--- src/sv/pts_pkg.sv ---
// Shared types and constants for the periodic timer scheduler.
package pts_pkg;

   localparam int DEF_MAX_TIMERS = 16;
   localparam int DEF_MAX_FIRES  = 16;
   localparam int US_PER_MS      = 1000;

   localparam int MODE_W   = 2;
   localparam int TID_W    = 4;
   localparam int IVAL_W   = 31;
   localparam int TIME_W   = 32;
   localparam int STATUS_W = 2;
   localparam int QUO_W    = 22;
   localparam int REM_W    = 10;

   localparam logic [MODE_W-1:0] MODE_TICK    = 2'd0;
   localparam logic [MODE_W-1:0] MODE_INSTALL = 2'd1;
   localparam logic [MODE_W-1:0] MODE_REMOVE  = 2'd2;
   localparam logic [MODE_W-1:0] MODE_UNUSED  = 2'd3;

   localparam logic [STATUS_W-1:0] STAT_OK          = 2'd0;
   localparam logic [STATUS_W-1:0] STAT_DUPLICATE   = 2'd1;
   localparam logic [STATUS_W-1:0] STAT_NOT_PRESENT = 2'd2;

   typedef enum logic [2:0] {
      CELL_HOLD,
      CELL_INSERT,
      CELL_POP,
      CELL_MARK,
      CELL_SWEEP
   } cell_op_type;

   // One queue entry: a timer id and its due time.
   typedef struct packed {
      logic              valid;
      logic [TID_W-1:0]  id;
      logic [TIME_W-1:0] due;
   } entry_type;

   // Command broadcast to every cell of the queue.
   typedef struct packed {
      cell_op_type       op;
      logic [TID_W-1:0]  id;
      logic [TIME_W-1:0] due;
   } cell_cmd_type;

   typedef enum logic [3:0] {
      ST_IDLE,
      ST_DIV,
      ST_INS,
      ST_MARK,
      ST_SWEEP,
      ST_TCHK,
      ST_TFIRE,
      ST_TINS,
      ST_EMIT
   } state_type;

endpackage

--- src/sv/pts_if.sv ---
// Request and response channel interfaces.
interface pts_req_if;
   logic                        valid;
   logic                        ready;
   logic [pts_pkg::MODE_W-1:0]  mode;
   logic [pts_pkg::TID_W-1:0]   timer_id;
   logic [pts_pkg::IVAL_W-1:0]  interval_us;
   logic [pts_pkg::TIME_W-1:0]  now_ms;

   modport source (output valid, mode, timer_id, interval_us, now_ms, input ready);
   modport sink (input valid, mode, timer_id, interval_us, now_ms, output ready);
endinterface

interface pts_rsp_if;
   logic                          valid;
   logic                          ready;
   logic                          fired;
   logic [pts_pkg::TID_W-1:0]     fired_id;
   logic [pts_pkg::STATUS_W-1:0]  status;
   logic                          last;

   modport source (output valid, fired, fired_id, status, last, input ready);
   modport sink (input valid, fired, fired_id, status, last, output ready);
endinterface

--- src/sv/pts_cell.sv ---
// One cell of the sorted timer queue.
module pts_cell (
   input  logic                  clock,
   input  logic                  reset,
   input  pts_pkg::cell_cmd_type cmd,
   input  pts_pkg::entry_type    left_data,
   input  logic                  left_keep,
   input  logic                  left_hole,
   input  pts_pkg::entry_type    right_data,
   output pts_pkg::entry_type    data,
   output logic                  keep,
   output logic                  hole
);
   import pts_pkg::*;

   entry_type entry_ff, entry_in;
   logic      hole_ff, hole_in;

   // The entry stays in place on insert when it is due no later than the new one.
   assign keep = entry_ff.valid && (entry_ff.due <= cmd.due);
   assign data = entry_ff;
   assign hole = hole_ff;

   // Next entry and hole marker.
   always_comb begin
      entry_in = entry_ff;
      hole_in  = hole_ff;
      case (cmd.op)
         CELL_INSERT: begin
            if (!keep) begin
               if (left_keep) begin
                  entry_in.valid = 1'b1;
                  entry_in.id    = cmd.id;
                  entry_in.due   = cmd.due;
               end else begin
                  entry_in = left_data;
               end
            end
         end
         CELL_POP: begin
            entry_in = right_data;
         end
         CELL_MARK: begin
            hole_in = entry_ff.valid && (entry_ff.id == cmd.id);
         end
         CELL_SWEEP: begin
            if (hole_ff) begin
               entry_in = right_data;
            end
            hole_in = left_hole;
         end
         default: begin
         end
      endcase
   end

   always_ff @(posedge clock) begin
      if (reset) begin
         entry_ff.valid <= 1'b0;
         hole_ff        <= 1'b0;
      end else begin
         entry_ff.valid <= entry_in.valid;
         hole_ff        <= hole_in;
      end
      entry_ff.id  <= entry_in.id;
      entry_ff.due <= entry_in.due;
   end

endmodule

--- src/sv/pts_div.sv ---
// Divider of an interval by one thousand using a reciprocal multiplication.
module pts_div (
   input  logic                         clock,
   input  logic                         reset,
   input  logic                         start,
   input  logic [pts_pkg::IVAL_W-1:0]   dividend,
   output logic                         done,
   output logic [pts_pkg::QUO_W-1:0]    quotient,
   output logic [pts_pkg::REM_W-1:0]    remainder
);
   import pts_pkg::*;

   // Dividing by 1000 is a shift by 3 followed by a division by 125. The
   // division by 125 multiplies by ceil(2^35 / 125) and keeps the bits from
   // 35 up, which is exact for every 28-bit value.
   localparam int XS_W    = IVAL_W - 3;
   localparam int RECIP_W = 29;
   localparam int SHIFT   = 35;
   localparam int PROD_W  = XS_W + RECIP_W;
   localparam logic [RECIP_W-1:0] RECIP = 29'd274877907;

   logic              busy_ff, busy_in;
   logic [IVAL_W-1:0] x_ff, x_in;
   logic [QUO_W-1:0]  q_ff, q_in;
   logic [PROD_W-1:0] prod;
   logic [TIME_W-1:0] rem_full;

   // Quotient from the captured dividend, registered in the cycle after it is captured.
   always_comb begin
      prod    = PROD_W'(x_ff[IVAL_W-1:3]) * PROD_W'(RECIP);
      busy_in = start;
      x_in    = start ? dividend : x_ff;
      q_in    = busy_ff ? prod[SHIFT +: QUO_W] : q_ff;
   end

   always_ff @(posedge clock) begin
      if (reset) begin
         busy_ff <= 1'b0;
      end else begin
         busy_ff <= busy_in;
      end
      x_ff <= x_in;
      q_ff <= q_in;
   end

   // Remainder from the dividend and the registered quotient.
   assign rem_full  = TIME_W'(x_ff) - TIME_W'(q_ff) * TIME_W'(US_PER_MS);
   assign done      = !busy_ff;
   assign quotient  = q_ff;
   assign remainder = rem_full[REM_W-1:0];

endmodule

--- src/sv/periodic_timer_scheduler.sv ---
// Top level of the periodic timer scheduler: control, slot tables and queue.
//
// Usage: requests arrive on req_chan (valid/ready); responses leave on
// rsp_chan (valid/ready). A request is taken only while the block is idle.
// An install divides the interval by one thousand with a shift and a
// reciprocal multiplication and then inserts the timer into the sorted
// queue; its response is given from the EMIT state after the insert.
// A remove marks the queue entry and sweeps a hole through the row of cells.
// A tick checks the queue head and, for each firing, pops the head,
// advances its due time and reinserts it, passing through the TCHK, TFIRE
// and TINS states in turn. Each firing gives one response; the final response
// of a request carries last. A tick that fires nothing, an install, a
// remove and an unused mode each give exactly one response.
// The response sits in an output register; when the receiver stalls, the
// block holds its work at the next response until that register frees.
// Reset empties the queue and disarms every timer; it takes effect at
// once and needs no clearing pass.
module periodic_timer_scheduler #(
   parameter int MAX_TIMERS         = pts_pkg::DEF_MAX_TIMERS,
   parameter int MAX_FIRES_PER_TICK = pts_pkg::DEF_MAX_FIRES
) (
   input  logic      clock,
   input  logic      reset,
   pts_req_if.sink   req_chan,
   pts_rsp_if.source rsp_chan
);
   import pts_pkg::*;

   localparam int SIW  = (MAX_TIMERS > 1) ? $clog2(MAX_TIMERS) : 1;
   localparam int EW   = (SIW > TID_W) ? SIW : TID_W;
   localparam int SWW  = $clog2(MAX_TIMERS + 1);
   localparam int FCW  = $clog2(MAX_FIRES_PER_TICK + 1);

   state_type state_ff, state_in;

   // Captured request.
   logic [TID_W-1:0]    id_ff;
   logic [TIME_W-1:0]   now_ff;
   logic [STATUS_W-1:0] status_ff, status_in;

   // Slot tables.
   logic              active_ff [MAX_TIMERS];
   logic [QUO_W-1:0]  q_ff      [MAX_TIMERS];
   logic [REM_W-1:0]  r_ff      [MAX_TIMERS];
   logic [REM_W-1:0]  frac_ff   [MAX_TIMERS];

   // Tick bookkeeping.
   logic [FCW-1:0]    fire_cnt_ff;
   logic              pend_ff;
   logic [TID_W-1:0]  cap_id_ff;
   logic [TIME_W-1:0] cap_due_ff;
   logic [TIME_W-1:0] new_due_ff;
   logic [SWW-1:0]    sweep_ff;

   // Response register.
   logic                rsp_valid_ff;
   logic                rsp_fired_ff;
   logic [TID_W-1:0]    rsp_id_ff;
   logic [STATUS_W-1:0] rsp_status_ff;
   logic                rsp_last_ff;

   logic                emit;
   logic                emit_fired;
   logic [TID_W-1:0]    emit_id;
   logic [STATUS_W-1:0] emit_status;
   logic                emit_last;

   logic accept, can_emit, due_now, fire_go;
   logic [EW-1:0] req_ide, cap_ide;
   logic [EW-1:0] in_ide;
   logic          in_ok, in_on;

   // Divider.
   logic             div_done;
   logic [QUO_W-1:0] div_q;
   logic [REM_W-1:0] div_r;

   // Queue of cells.
   cell_cmd_type cmd;
   entry_type    cell_data [MAX_TIMERS];
   logic         cell_keep [MAX_TIMERS];
   logic         cell_hole [MAX_TIMERS];

   logic [REM_W:0]    frac_sum;
   logic              frac_carry;

   assign accept   = req_chan.valid && req_chan.ready;
   assign can_emit = !rsp_valid_ff || rsp_chan.ready;

   // Slot index views of the captured and incoming ids.
   assign req_ide = EW'(id_ff);
   assign cap_ide = EW'(cap_id_ff);
   assign in_ide  = EW'(req_chan.timer_id);
   assign in_ok   = 32'(req_chan.timer_id) < 32'(MAX_TIMERS);
   assign in_on   = in_ok && active_ff[in_ide[SIW-1:0]];

   // The head fires when it is due strictly before now and the cap allows.
   assign due_now = cell_data[0].valid && (cell_data[0].due < now_ff) &&
                    (fire_cnt_ff < FCW'(MAX_FIRES_PER_TICK));
   assign fire_go = due_now && (!pend_ff || can_emit);

   // Remainder carry for the firing timer.
   assign frac_sum   = {1'b0, frac_ff[cap_ide[SIW-1:0]]} + {1'b0, r_ff[cap_ide[SIW-1:0]]};
   assign frac_carry = frac_sum >= (REM_W+1)'(US_PER_MS);

   pts_div u_div (
      .clock     (clock),
      .reset     (reset),
      .start     (accept),
      .dividend  (req_chan.interval_us),
      .done      (div_done),
      .quotient  (div_q),
      .remainder (div_r)
   );

   genvar gi;
   generate
      for (gi = 0; gi < MAX_TIMERS; gi++) begin : g_cell
         entry_type left_d, right_d;
         logic      left_k, left_h;
         if (gi == 0) begin : g_first
            assign left_d = '0;
            assign left_k = 1'b1;
            assign left_h = 1'b0;
         end else begin : g_mid
            assign left_d = cell_data[gi-1];
            assign left_k = cell_keep[gi-1];
            assign left_h = cell_hole[gi-1];
         end
         if (gi == MAX_TIMERS - 1) begin : g_last
            assign right_d = '0;
         end else begin : g_inner
            assign right_d = cell_data[gi+1];
         end
         pts_cell u_cell (
            .clock      (clock),
            .reset      (reset),
            .cmd        (cmd),
            .left_data  (left_d),
            .left_keep  (left_k),
            .left_hole  (left_h),
            .right_data (right_d),
            .data       (cell_data[gi]),
            .keep       (cell_keep[gi]),
            .hole       (cell_hole[gi])
         );
      end
   endgenerate

   // Next state.
   always_comb begin
      state_in = state_ff;
      case (state_ff)
         ST_IDLE: begin
            if (accept) begin
               case (req_chan.mode)
                  MODE_TICK:    state_in = ST_TCHK;
                  MODE_INSTALL: state_in = (in_ok && !in_on) ? ST_DIV : ST_EMIT;
                  MODE_REMOVE:  state_in = in_on ? ST_MARK : ST_EMIT;
                  default:      state_in = ST_EMIT;
               endcase
            end
         end
         ST_DIV:   if (div_done) state_in = ST_INS;
         ST_INS:   state_in = ST_EMIT;
         ST_MARK:  state_in = ST_SWEEP;
         ST_SWEEP: if (sweep_ff == SWW'(1)) state_in = ST_EMIT;
         ST_EMIT:  if (can_emit) state_in = ST_IDLE;
         ST_TCHK: begin
            if (due_now) begin
               if (fire_go) state_in = ST_TFIRE;
            end else if (can_emit) begin
               state_in = ST_IDLE;
            end
         end
         ST_TFIRE: state_in = ST_TINS;
         ST_TINS:  state_in = ST_TCHK;
         default:  state_in = ST_IDLE;
      endcase
   end

   // Outputs of the state machine: queue command, response and status.
   always_comb begin
      req_chan.ready = (state_ff == ST_IDLE);
      cmd.op         = CELL_HOLD;
      cmd.id         = id_ff;
      cmd.due        = now_ff + TIME_W'(div_q);
      emit           = 1'b0;
      emit_fired     = 1'b0;
      emit_id        = '0;
      emit_status    = STAT_OK;
      emit_last      = 1'b1;
      status_in      = STAT_OK;
      case (req_chan.mode)
         MODE_INSTALL: begin
            if (!in_ok) status_in = STAT_NOT_PRESENT;
            else if (in_on) status_in = STAT_DUPLICATE;
         end
         MODE_REMOVE: begin
            if (!in_on) status_in = STAT_NOT_PRESENT;
         end
         default: begin
         end
      endcase
      case (state_ff)
         ST_INS:   cmd.op = CELL_INSERT;
         ST_MARK:  cmd.op = CELL_MARK;
         ST_SWEEP: cmd.op = CELL_SWEEP;
         ST_TFIRE: cmd.op = CELL_POP;
         ST_TINS: begin
            cmd.op  = CELL_INSERT;
            cmd.id  = cap_id_ff;
            cmd.due = new_due_ff;
         end
         ST_EMIT: begin
            emit        = can_emit;
            emit_status = status_ff;
         end
         ST_TCHK: begin
            if (due_now) begin
               emit       = pend_ff && can_emit;
               emit_fired = 1'b1;
               emit_id    = cap_id_ff;
               emit_last  = 1'b0;
            end else begin
               emit       = can_emit;
               emit_fired = pend_ff;
               emit_id    = pend_ff ? cap_id_ff : '0;
            end
         end
         default: begin
         end
      endcase
   end

   // Control registers.
   always_ff @(posedge clock) begin
      if (reset) begin
         state_ff     <= ST_IDLE;
         rsp_valid_ff <= 1'b0;
         pend_ff      <= 1'b0;
         fire_cnt_ff  <= '0;
         sweep_ff     <= '0;
         for (int i = 0; i < MAX_TIMERS; i++) begin
            active_ff[i] <= 1'b0;
         end
      end else begin
         state_ff <= state_in;
         if (emit) begin
            rsp_valid_ff <= 1'b1;
         end else if (rsp_chan.ready) begin
            rsp_valid_ff <= 1'b0;
         end
         if (accept) begin
            pend_ff     <= 1'b0;
            fire_cnt_ff <= '0;
         end else if (state_ff == ST_TCHK && fire_go) begin
            pend_ff     <= 1'b1;
            fire_cnt_ff <= fire_cnt_ff + 1'b1;
         end
         if (state_ff == ST_MARK) begin
            sweep_ff <= SWW'(MAX_TIMERS);
         end else if (state_ff == ST_SWEEP) begin
            sweep_ff <= sweep_ff - 1'b1;
         end
         if (state_ff == ST_INS) begin
            active_ff[req_ide[SIW-1:0]] <= 1'b1;
         end else if (state_ff == ST_MARK) begin
            active_ff[req_ide[SIW-1:0]] <= 1'b0;
         end
      end
   end

   // Payload registers.
   always_ff @(posedge clock) begin
      if (accept) begin
         id_ff     <= req_chan.timer_id;
         now_ff    <= req_chan.now_ms;
         status_ff <= status_in;
      end
      if (emit) begin
         rsp_fired_ff  <= emit_fired;
         rsp_id_ff     <= emit_id;
         rsp_status_ff <= emit_status;
         rsp_last_ff   <= emit_last;
      end
      if (state_ff == ST_TCHK && fire_go) begin
         cap_id_ff  <= cell_data[0].id;
         cap_due_ff <= cell_data[0].due;
      end
      // Advance the firing timer by one period.
      if (state_ff == ST_TFIRE) begin
         new_due_ff <= cap_due_ff + TIME_W'(q_ff[cap_ide[SIW-1:0]]) + TIME_W'(frac_carry);
         frac_ff[cap_ide[SIW-1:0]] <= frac_carry ?
            REM_W'(frac_sum - (REM_W+1)'(US_PER_MS)) : REM_W'(frac_sum);
      end
      if (state_ff == ST_INS) begin
         q_ff[req_ide[SIW-1:0]]    <= div_q;
         r_ff[req_ide[SIW-1:0]]    <= div_r;
         frac_ff[req_ide[SIW-1:0]] <= div_r;
      end
   end

   assign rsp_chan.valid    = rsp_valid_ff;
   assign rsp_chan.fired    = rsp_fired_ff;
   assign rsp_chan.fired_id = rsp_id_ff;
   assign rsp_chan.status   = rsp_status_ff;
   assign rsp_chan.last     = rsp_last_ff;

endmodule

--- src/flat_wrapper.sv ---
// flat-port wrapper written by rule: the top's interface ports become plain ports
module periodic_timer_scheduler_flat import pts_pkg::*;
#(
   parameter int MAX_TIMERS         = pts_pkg::DEF_MAX_TIMERS,
   parameter int MAX_FIRES_PER_TICK = pts_pkg::DEF_MAX_FIRES
)
  (clock, reset, req_chan_valid, req_chan_mode, req_chan_timer_id, req_chan_interval_us, req_chan_now_ms, req_chan_ready, rsp_chan_valid, rsp_chan_fired, rsp_chan_fired_id, rsp_chan_status, rsp_chan_last, rsp_chan_ready);
  pts_req_if req_chan_i ();
  pts_rsp_if rsp_chan_i ();
  input  logic clock;
  input  logic reset;
  input wire logic [$bits(req_chan_i.valid)-1:0] req_chan_valid;
  input wire logic [$bits(req_chan_i.mode)-1:0] req_chan_mode;
  input wire logic [$bits(req_chan_i.timer_id)-1:0] req_chan_timer_id;
  input wire logic [$bits(req_chan_i.interval_us)-1:0] req_chan_interval_us;
  input wire logic [$bits(req_chan_i.now_ms)-1:0] req_chan_now_ms;
  output wire logic [$bits(req_chan_i.ready)-1:0] req_chan_ready;
  output wire logic [$bits(rsp_chan_i.valid)-1:0] rsp_chan_valid;
  output wire logic [$bits(rsp_chan_i.fired)-1:0] rsp_chan_fired;
  output wire logic [$bits(rsp_chan_i.fired_id)-1:0] rsp_chan_fired_id;
  output wire logic [$bits(rsp_chan_i.status)-1:0] rsp_chan_status;
  output wire logic [$bits(rsp_chan_i.last)-1:0] rsp_chan_last;
  input wire logic [$bits(rsp_chan_i.ready)-1:0] rsp_chan_ready;
  assign req_chan_i.valid = req_chan_valid;
  assign req_chan_i.mode = req_chan_mode;
  assign req_chan_i.timer_id = req_chan_timer_id;
  assign req_chan_i.interval_us = req_chan_interval_us;
  assign req_chan_i.now_ms = req_chan_now_ms;
  assign req_chan_ready = req_chan_i.ready;
  assign rsp_chan_valid = rsp_chan_i.valid;
  assign rsp_chan_fired = rsp_chan_i.fired;
  assign rsp_chan_fired_id = rsp_chan_i.fired_id;
  assign rsp_chan_status = rsp_chan_i.status;
  assign rsp_chan_last = rsp_chan_i.last;
  assign rsp_chan_i.ready = rsp_chan_ready;
  periodic_timer_scheduler #(.MAX_TIMERS(MAX_TIMERS), .MAX_FIRES_PER_TICK(MAX_FIRES_PER_TICK)) u_core (.clock(clock), .reset(reset), .req_chan(req_chan_i), .rsp_chan(rsp_chan_i));
endmodule
--- config.mk ---
export PLATFORM = sky130hd
export DESIGN_NAME = periodic_timer_scheduler_flat
export DESIGN_NICKNAME = d
export VERILOG_FILES = /design/src/sv/pts_pkg.sv /design/src/sv/pts_if.sv /design/src/sv/pts_cell.sv /design/src/sv/pts_div.sv /design/src/sv/periodic_timer_scheduler.sv /design/src/flat_wrapper.sv
export SDC_FILE = /design/constraint.sdc
export NUM_CORES = 2
export LEC_CHECK = 0
export BUFFER_PORTS_ARGS = -buffer_cell sky130_fd_sc_hd__buf_2
export CORE_UTILIZATION = 61
export CTS_CLUSTER_SIZE = 8
export DETAILED_ROUTE_END_ITERATION = 7
export PLACE_DENSITY_LB_ADDON = 0.3
export SETUP_SLACK_MARGIN = 0.5
export SLEW_MARGIN = 0
export SYNTH_ARGS = -nofsm -noshare
export SYNTH_HDL_FRONTEND = slang
export SYNTH_HIERARCHICAL = 1
export SYNTH_SLANG_ARGS = --single-unit
--- constraint.sdc ---
create_clock -name clock -period 16.65 [get_ports clock]
set_input_delay 1.665 -clock clock [delete_from_list [all_inputs] [get_ports clock]]
set_output_delay 1.665 -clock clock [all_outputs]
set_load 0.05 [all_outputs]
==> qor.yml <==
timing:
  clock.fmax_mhz: 121
  finalMaxSlewViolations: 0
  finalSetupViolCount: 0
  fin_tns_setup_ns: 0
  period_needed_ns: 8.25
  finalClockSkew_ns: 0.102
  finalHoldViolCount: 0
  tightest_slew_ns: 1.40
  slew_headroom: 0.0636
  rsz0062_at_grt: "false"
  finalCritPeriodShare: 0.496
worst_setup_path:
  required_ns: 17.22
  startpoint_type: "register"
  crit_fanout: 88
  timing_worst_setup_path_type: "register to register"
  cp.arrival_ns: 8.83
  endpoint_kind: "register"
global_route:
  grtUsageMet2: 0.517
  antenna_found_initial: 3
  grt.met3_usage: 0.0713
  grt_pass1_wl_mm: 399
  grt.total_usage: 0.331
  top_usage_layer: "met2"
  grt_pass1_vias: 67773
  grtUsageMet1: 0.469
  grt.overflow.total: 0
  grt_max_degree: 89
die:
  die-area_um2: 158000
  initial_core_util: 0.616
  die_y_um: 397
  ios: 83
  fp.coreArea_um2: 154000
  rows: 144
  dieWidth_um: 397
route:
  drt_iter0_markers: 7580
  drc: 10
  viasPerCell: 6.39
  wl_per_cell_um: 24.7
  drt-pass1-iter-count: 8
  wl_mm: 261
  ant_nets: 0
  num_vias: 67352
hold_path:
  hold_path.class: "register to register"
place:
  io_buffers: 82
  place_inst: 10258
  placed_area_um2: 98900
  dp_hpwl_mm: 179
  gp_congestion: 0.946
cts:
  clk_pin_slew_ns: 0.06
  worstSkewPairLatency_ns: 0.90
  cts_buffer_depth: 3
  root_buffer: "clkbuf_16"
  cts_tree: "done"
  cts.hold.buffers_added: 0
  cts_buffers: 204
  cts_resized: 0
  post_cts_buffers: 0
  cts_sinks: 1484
  htree_num_levels: 4
final_layout:
  area_growth_syn_to_layout_pct: 10.0
  fillers: 10809
  fin_cells: 10542
  drive_gt1_frac: 0.102
  fin_area_um2: 105000
  utilization: 0.678
  fin_nets: 9676
synth:
  netlist_area_um2: 95200
  syn_avg_cell_area_um2: 11.6
  synth_warnings: 6
  syn_inst: 8211
outcome:
  violations: "DRC"
  status: "finished, violations left"
flow_run:
  max_cap_viol_count: 0
==> state kept, by name (all words and copies together) (netlist names), 2 cells and up, named ones only <==
register	flops
u_core/g_cell.u_cell/data	592
u_core/q_ff	352
u_core/frac_ff	160
u_core/r_ff	160
u_core/cap_due_ff	32
u_core/new_due_ff	32
u_core/now_ff	32
u_core/u_div/x_ff	31
u_core/u_div/quotient	22
u_core/active_ff	16
u_core/g_cell.u_cell/hole	16
u_core/fire_cnt_ff	5
u_core/sweep_ff	5
u_core/cap_id_ff	4
u_core/id_ff	4
u_core/rsp_chan.fired_id	4
u_core/state_ff	4
u_core/rsp_chan.status	2
u_core/status_ff	2
==> cells in the final DEF (no fill, tap or decap), types with 28 or more instances in the layout <==
master,n
a21o_1,67
nor2_4,47
xnor2_1,148
mux2i_1,582
a31oi_1,28
buf_2,82
a211oi_1,38
o21ai_0,124
clkbuf_1,60
edfxtp_1,1431
fa_1,255
a21oi_1,341
buf_4,125
conb_1,76
ha_1,928
o21ai_1,566
dfxtp_1,49
nand3_1,83
nor2_1,277
inv_1,1069
nand2_1,832
nand2b_1,34
nand4_1,140
o211ai_1,38
xor2_1,58
clkbuf_16,204
nor3_1,87
mux4_2,214
nor2b_1,55
==> path summary, 6_finish.rpt <==
path / startpoint / to / slack (ns) / cells past startpoint
max reg2reg: register / u_core/new_due_ff[23] / 8.40 / 22
max: register / u_core/new_due_ff[23] / 8.40 / 22
min reg2reg: u_core/fire_cnt_ff[3] / u_core/fire_cnt_ff[3] / 0.47 / 2
min: u_core/fire_cnt_ff[3] / u_core/fire_cnt_ff[3] / 0.47 / 2
==> cell type report <==
cell class | count | area, µm² | share of cell area
Antenna cell | 3 | 7.51 | 0.0000717
Clock buffer | 264 | 5330 | 0.0509
Clock inverter | 17 | 402 | 0.00384
Inverter | 1070 | 4020 | 0.0384
Multi-Input combinational cell | 5452 | 47000 | 0.449
Sequential cell | 1484 | 44000 | 0.421
Tap cell | 2044 | 2560 | 0.0244
Timing Repair Buffer | 208 | 1370 | 0.0131
==> critical path, stage by stage (launching register included) <==
cell and delay, ns:
dfxtp_4 0.96, buf_12 0.63, buf_4 0.72, mux4_2 0.61
mux4_2 0.49, ha_1 0.35, o21ai_1 0.10, a21boi_0 0.30
o22ai_1 0.15, or3_1 0.35, a2111oi_2 0.45, a21oi_2 0.16
inv_2 0.20, fa_1 0.28, a211o_1 0.17, a21oi_1 0.07
o21ba_2 0.24, o21ai_1 0.32, a21oi_2 0.18, o21ai_2 0.34
nand4_1 0.22, a21boi_0 0.33, xor2_1 0.11
==> per-layer routing <==
layer | part of all wire | vias up
met4 | 0.026 | 2
met2 | 0.46 | 3490
met3 | 0.11 | 507
li1 | - | 29983
met1 | 0.41 | 33370
met5 | 0.000050 | -
==> metrics by stage <==
| step | setup slack [ns] | hold WS (ns) |
|---|---|---|
| floorplan | 8.70 | 0.438 |
| global placement | 8.71 | 0.453 |
| detailed placement | 8.57 | 0.469 |
| CTS | 8.42 | 0.476 |
| global route | 7.88 | 0.511 |
| finish | 8.40 | 0.469 |
Power is not shown: default switching activity piles up to over one toggle a cycle in this logic, so the estimate is an artifact.
